<file path="config.mk">
export PLATFORM = sky130hd
export DESIGN_NAME = hpq_cell
export DESIGN_NICKNAME = d
export VERILOG_FILES = /design/src/rtl/hpq_pkg.sv /design/src/rtl/hpq_cell.sv
export SDC_FILE = /design/constraint.sdc
export NUM_CORES = 1
export LEC_CHECK = 0
export ABC_AREA = 0
export BUFFER_PORTS_ARGS = -buffer_cell sky130_fd_sc_hd__buf_2
export CAP_MARGIN = 5
export CORE_ASPECT_RATIO = 1.1
export CORE_MARGIN = 3
export CORE_UTILIZATION = 49
export CTS_CLUSTER_SIZE = 16
export DETAILED_ROUTE_END_ITERATION = 10
export PLACE_DENSITY = 0.86
export SLEW_MARGIN = 5
export SYNTH_ARGS = -nofsm -noshare
export SYNTH_HDL_FRONTEND = slang
export SYNTH_SLANG_ARGS = --single-unit
</file>
<file path="constraint.sdc">
create_clock -name clock -period 10.1 [get_ports clock]
set_clock_uncertainty 0.1 [all_clocks]
set_input_delay 1.01 -clock clock [delete_from_list [all_inputs] [get_ports clock]]
set_output_delay 1.01 -clock clock [all_outputs]
set_load 0.03 [all_outputs]
</file>
<file path="src/rtl/hpq_pkg.sv">
// Shared types and constants for the max-heap priority queue.
// Used by hpq_cell and max_heap_priority_queue_top; depends on nothing.
package hpq_pkg;

   localparam int CAPACITY = 64;
   localparam int KEY_W    = 32;
   localparam int CNT_W    = $clog2(CAPACITY + 1);
   localparam int ECNT_W   = 7;

   typedef enum logic [0:0] {
      OP_PUSH = 1'b0,
      OP_POP  = 1'b1
   } op_type;

   typedef enum logic [1:0] {
      ST_OK        = 2'd0,
      ST_OVERFLOW  = 2'd1,
      ST_UNDERFLOW = 2'd2
   } status_type;

   typedef struct packed {
      logic                    push;
      logic                    pop;
      logic signed [KEY_W-1:0] key;
   } cell_ctrl_type;

   typedef struct packed {
      logic                    valid;
      logic                    ins;
      logic signed [KEY_W-1:0] value;
   } cell_link_type;

endpackage

</file>
<file path="src/rtl/hpq_cell.sv">
// One cell of the sorted key chain: holds one key and its valid bit.
// Depends on hpq_pkg for the control and neighbor link structs.
module hpq_cell
   import hpq_pkg::*;
(
   input  logic          clock,
   input  logic          reset,
   input  cell_ctrl_type ctrl,
   input  cell_link_type left_link,
   input  cell_link_type right_link,
   output cell_link_type link
);

   logic                    valid_ff, valid_in;
   logic signed [KEY_W-1:0] value_ff, value_in;
   logic                    ins;

   assign ins = ctrl.push && (!valid_ff || (ctrl.key > value_ff));

   always_comb begin
      valid_in = valid_ff;
      value_in = value_ff;
      if (ctrl.pop) begin
         valid_in = right_link.valid;
         value_in = right_link.value;
      end else if (ins) begin
         if (left_link.ins) begin
            valid_in = left_link.valid;
            value_in = left_link.value;
         end else begin
            valid_in = 1'b1;
            value_in = ctrl.key;
         end
      end
   end

   always_ff @(posedge clock) begin
      if (reset) begin
         valid_ff <= 1'b0;
      end else begin
         valid_ff <= valid_in;
      end
      value_ff <= value_in;
   end

   assign link.valid = valid_ff;
   assign link.ins   = ins;
   assign link.value = value_ff;

endmodule

</file>
==> results of run 1 <==
-- cell type report --
class                           count  area share (%)
Tap cell                           58           2.145
Timing Repair Buffer              137           20.34
Sequential cell                    33           28.99
Clock buffer                        6           2.145
Multi-Input combinational cell    190           41.49
Clock inverter                      2          0.9985
Inverter                           35           3.883
-- cells in the mapped netlist (2+ instances only) --
cell / number
a21o_1: 3
a21oi_1: 15
buf_2: 3
buf_4: 2
clkbuf_1: 8
edfxtp_1: 32
ha_1: 32
inv_1: 34
mux2i_1: 32
nand2_1: 38
nand3_1: 6
nand4_1: 8
nand4_2: 2
o211ai_1: 2
o21ai_0: 35
-- power breakdown --
| group | internal, mW | switching [mW] |
|---|---|---|
| Clock | 0.0729 | 0.0490 |
| Combinational | 0.0634 | 0.108 |
| Sequential | 0.174 | 0.00916 |
-- per-stage QoR --
step | setup WS [ns] | instances
after floorplan | 6.225 | 271
after global placement | 6.119 | 453
after detailed placement | 6.087 | 453
after CTS | 6.089 | 461
after global routing | 5.963 | 461
final | 6.104 | 461
-- routing by layer --
| layer | GRT usage, % | routed length, um | up-vias |
|---|---|---|---|
| met5 | 0 | 13 | - |
| met4 | 6.294 | 68 | 2 |
| met3 | 5.386 | 541 | 9 |
| met2 | 37.63 | 3317 | 107 |
| met1 | 23.74 | 2686 | 1090 |
| li1 | - | - | 1243 |
-- state kept, by name, indices dropped and copies added, names as in the netlist --
register,cells
value_ff,32
valid_ff,1
-- cells by family after synthesis --
family                   after synthesis  share of synthesized area (%)
multiplexers                          32                          12.43
flip-flops                            33                          38.08
adder cells (fa/ha/maj)               32                          15.54
AND/OR/NAND/NOR                       63                          12.24
buffers and inverters                 48                          7.430
AO/OA/AOI/OAI                         63                          14.28
-- critical path, cell delays in order --
cell	delay (ns)
buf_2	0.11
ha_1	0.32
a21oi_1	0.14
o21ai_0	0.14
a221oi_2	0.28
o211ai_1	0.19
or3b_1	0.43
nand3_1	0.07
buf_2	0.20
-- final timing paths --
check,endpoint,startpoint
worst max-delay path,link[32],ctrl[23]
worst min-delay path,valid_ff$_SDFFE_PP0P_,valid_ff$_SDFFE_PP0P_
worst max register to register,value_ff[8]$_DFFE_PP_,value_ff[23]$_DFFE_PP_
worst min register to register,valid_ff$_SDFFE_PP0P_,valid_ff$_SDFFE_PP0P_
==> summary.md, run 1 <==
| Metric | Value |
|---|---|
| Cell Area, Placed | `3277 sq um` |
| Least-Margin Pin Slew | `1.012 ns` |
| Vias in the first global route | `~2300` |
| Hold Crit Class | `reg -> reg` |
| Post-synthesis sequential area ratio | `38.08%` |
| Crit path time final | `around 4.0 ns` |
| DR WL/cell | `around 14 um` |
| Iteration-0 DRC count of the detailed router | `88` |
| Leakage | `1.771 nW` |
| CP Capture Type | `output pin` |
| CP max FO | `4` |
| Initial antenna violation count | `1` |
| Dpl hpwl | `5.243 mm` |
| Reg-to-reg slack, setup | `around 7.3 ns` |
| Clock latency on the worst-skew pair | `0.28 ns` |
| Worst-case clock buffer depth | `2` |
| Period utilization | `39.57%` |
| Port Buffers | `136` |
| Status | `finished, final reports clean` |
| Pwr/cell area | `roughly 140 nW/um^2` |
| Post-CTS sizing | `0` |
| Count of inserted antenna diode cells | `0` |
| Yosys warning total | `0` |
| Util after Layout | `67.21%` |
| Critical path data arrival time | `between 2 and 3 ns` |
| Critical path startpoint category | `input port` |
| Worst reg2reg path depth | `9` |
| Post-synth top area share | `a little under two fifths` |
| H-tree levels | `2` |
| Synth Cell Area | `2576 sq um` |
| Area of the multi-input gates | `about 1400 sq um` |
| Core area | `about 5000 sq um` |
| FF/Latch Area | `980.9 sq um` |
| Layout cells sized above 1 | `37.22%` |
| Synth unique cells | `34` |
| DR pass1 iterations | `4` |
| TNS Setup | `0 ns` |
| Synth area leader | `edfxtp_1` |
| Fmax | `between 200 and 300 MHz` |
| Clk pin slew, worst setup/hold paths | `0.07 ns` |
| Prevailing post-synth register cell | `edfxtp_1` |
| Detail Route Antenna Nets | `0` |
| Peak supply drop | `0.07623 mV` |
| Layout net count | `538` |
| Synthesized Nets | `407` |
| Layout area overhead | `31.33%` |
| Via density | `5.317` |
| Rel. slew slack | `32.55%` |
| Fillers | `383` |
| Hold_buf cts | `0` |
| GRT Total Usage | `20.81%` |
| Ys async rst share | `0%` |
| Synth top area cells | `edfxtp_1 37%, ha_1 16%, mux2i_1 12%` |
| Synth Instances | `271` |
| Clock root buffer | `clkbuf_8` |
| Starting Density | `51.18%` |
| CTS buffer count | `5` |
| Worst Path Required | `about 9 ns` |
| Pin count of the biggest net entering global routing | `68` |
| CTS tree | `done` |
| Die X | `75.14 um` |
| Synth Register Bits | `33` |
| Mean Syn Cell Area | `9.506 sq um` |
| Most frequent cells in the layout | `136 x buf_2, 38 x nand2_1, 35 x o21ai_0, 34 x inv_1` |
| Wire length of the first global-routing pass | `9.853 mm` |
| Max-cap viol count | `0` |
| GP Congestion | `0.7918` |
| Overflow after GRT | `0` |
| Postcts setup bufs | `0` |
| Final Power | `0.4763 mW` |
| CTS Sinks | `33` |
| Hold slack final | `0.6443 ns` |
| Io pins | `around 140` |
| DR vias | `2451` |
| Worst hold stages | `3` |
| RSZ-0062 raised after global routing | `no` |
| Detailed-route DRC error count | `0` |
| Max-slew violation count | `0` |
| Fin. Hold Viols | `0` |
| Die ar. | `6164 sq um` |
| Most common cell after layout, fill and taps aside | `buf_2` |
| Die Y | `around 80 um` |
| Post-synth EDFFs | `32` |
| Critical path class | `in -> out` |
| # setup viols final | `0` |
| Rows | `27` |
| Finished Cell Area | `3383 sq um` |
| Final wirelength | `~6.6 mm` |
(Power assumes the default switching activity.)
==> run 2: changes to the inputs <==
--- a/config.mk
+++ b/config.mk
@@ -10,10 +10,10 @@
 export CAP_MARGIN = 5
 export CORE_ASPECT_RATIO = 1.1
 export CORE_MARGIN = 3
-export CORE_UTILIZATION = 49
+export CORE_UTILIZATION = 46
 export CTS_CLUSTER_SIZE = 16
 export DETAILED_ROUTE_END_ITERATION = 10
-export PLACE_DENSITY = 0.86
+export PLACE_DENSITY = 0.82
 export SLEW_MARGIN = 5
 export SYNTH_ARGS = -nofsm -noshare
 export SYNTH_HDL_FRONTEND = slang
==> constraint.sdc (replaced) <==
create_clock -name clock -period 3.9 [get_ports clock]
set_clock_uncertainty 0.1 [all_clocks]
set_input_delay 0.39 -clock clock [delete_from_list [all_inputs] [get_ports clock]]
set_output_delay 0.39 -clock clock [all_outputs]
set_load 0.03 [all_outputs]
==> summary.md, run 2 (synthesized netlist as in run 1, its figures left out) <==
| Metric | Value |
|---|---|
| Status | `finished, final reports clean` |
| H-tree levels | `2` |
| Layout area overhead | `31.71%` |
| CP max stage delay | `0.43 ns` |
| Crit path max-delay cell type | `or3b_1` |
| Die ar. | `6536 sq um` |
| Core area | `5202 sq um` |
| Initial antenna violation count | `0` |
| CTS Sinks | `33` |
| Post-CTS sizing | `0` |
| Worst path cell trace | `inv_1 > ha_1 > a21oi_1 > o21ai_0 > a221oi_2 > o211ai_1 > or3b_1 > nand3_1 > buf_2` |
| Die Y | `84.49 um` |
| Biggest regs | `value_ff (32), valid_ff (1)` |
| Layout cells sized above 1 | `37.53%` |
| Pin count of the biggest net entering global routing | `55` |
| Detailed-route DRC error count | `0` |
| GP Congestion | `0.7523` |
| Dpl hpwl | `5.471 mm` |
| Max reg flops | `32` |
| Hold_buf cts | `0` |
| CTS buffer count | `5` |
| Max-cap viol count | `0` |
| Clk pin slew, worst setup/hold paths | `0.06 ns` |
| CTS tree | `done` |
| Pwr/cell area | `around 340 nW/um^2` |
| GRT Total Usage | `20.46%` |
| DR WL/cell | `13.91 um` |
| Via density | `roughly 5.2` |
| Leakage | `1.771 nW` |
| CP max FO | `4` |
| Largest register by flop count | `value_ff` |
| Layout net count | `541` |
| Crit path time final | `between 2 and 3 ns` |
| WL met3 | `609 um` |
| Hold Crit Class | `in -> reg` |
| TNS Setup | `0 ns` |
| # setup viols final | `0` |
| Rows | `27` |
| Final wirelength | `6.637 mm` |
| Wire length of the first global-routing pass | `about 11 mm` |
| Routed wl met2 | `3.348 mm` |
| Worst r2r src | `value_ff[21]$_DFFE_PP_` |
| DP Cell Count | `470` |
| RSZ-0062 raised after global routing | `no` |
| Most common cell after layout, fill and taps aside | `buf_2` |
| Most frequent cells in the layout | `136 x buf_2, 38 x nand2_1, 35 x o21ai_0, 34 x inv_1` |
| Critical path startpoint category | `flop` |
| Postcts setup bufs | `0` |
| Worst-case clock buffer depth | `2` |
| DR pass1 iterations | `4` |
| Count of inserted antenna diode cells | `0` |
| Clock root buffer | `clkbuf_8` |
| DRT met1 WL | `between 2 and 3 mm` |
| CP Capture Type | `output pin` |
| Period utilization | `between 70% and 80%` |
| Io pins | `138` |
| Final Power | `1.158 mW` |
| Hold path startpoint | `right_link[15]` |
| Peak supply drop | `0.2160 mV` |
| Setup crit start | `value_ff[21]$_DFFE_PP_` |
| Fmax | `337.0 MHz` |
| Least-Margin Pin Slew | `0.5006 ns` |
| Die X | `77.36 um` |
| Clock latency on the worst-skew pair | `about 0.28 ns` |
| Critical path data arrival time | `2.48 ns` |
| DR top layer | `met4` |
| Rel. slew slack | `around two thirds` |
| DR vias | `2477` |
| Vias in the first global route | `2455` |
| Fin. Hold Viols | `0` |
| Iteration-0 DRC count of the detailed router | `70` |
| Detail Route Antenna Nets | `0` |
| Final Non-Filler Cells | `between 400 and 500` |
| Max-slew violation count | `0` |
| Starting Density | `49.52%` |
| Critical path class | `reg -> out` |
| Port Buffers | `136` |
| Worst Path Required | `3.41 ns` |
| Overflow after GRT | `0` |
[run 2: changes by cell type in the layout (fill, tap and decap cells not counted), sizes merged]
cell,previous run,this run
buf,137,140
bufinv,1,0
[run 2: cell type report]
class                      count  area, sq um
fill                         446         1809
multi-input combinational    190         1404
sequential                    33        980.9
timing repair buffer         140        710.7
inverter                      35        131.4
tap                           72        90.09
clock buffer                   6        72.57
clock inverter                 1        3.754
[run 2: stage by stage]
step                      util, %  hold WS (ns)  setup WS [ns]  instance area [sq um]
after detailed placement    63.76        0.5749          1.037                   3317
after global placement      63.76        0.5647          1.121                   3317
final                       65.22        0.2894         0.9322                   3393
after floorplan                 -        0.4771         0.4455                   2576
after global routing        65.22        0.2917         0.7989                   3393
after CTS                   65.22        0.2768         0.8953                   3393
[run 2: routing by layer]
metal / global-route usage (%) / vias up
met2: 37.71 / 117
met3: 6.116 / 7
met5: 0 / -
met4: 6.311 / 0
met1: 22.37 / 1106
li1: - / 1247
[run 2: worst max-delay path, delay by kind of cell, from the launching register on]
family,cells,cell delay [ns]
AO/OA/AOI/OAI,4,0.79
AND/OR/NAND/NOR,2,0.50
flip-flops,1,0.39
buffers and inverters,2,0.27
adder cells (fa/ha/maj),1,0.24
[run 2: report_power, final]
group | internal [mW] | switching (mW) | total (mW)
sequential | 0.451 | 0.0236 | 0.475
clock | 0.120 | 0.118 | 0.238
combinational | 0.165 | 0.279 | 0.444
total | 0.737 | 0.421 | 1.16
[run 2: worst paths after layout]
path | endpoint | slack [ns] | cells past startpoint
setup / recovery | link[32] | 0.93 | 9
hold / removal | value_ff[15]$_DFFE_PP_ | 0.29 | 3
setup reg to reg | value_ff[30]$_DFFE_PP_ | 1.17 | 9
hold reg to reg | valid_ff$_SDFFE_PP0P_ | 0.67 | 3
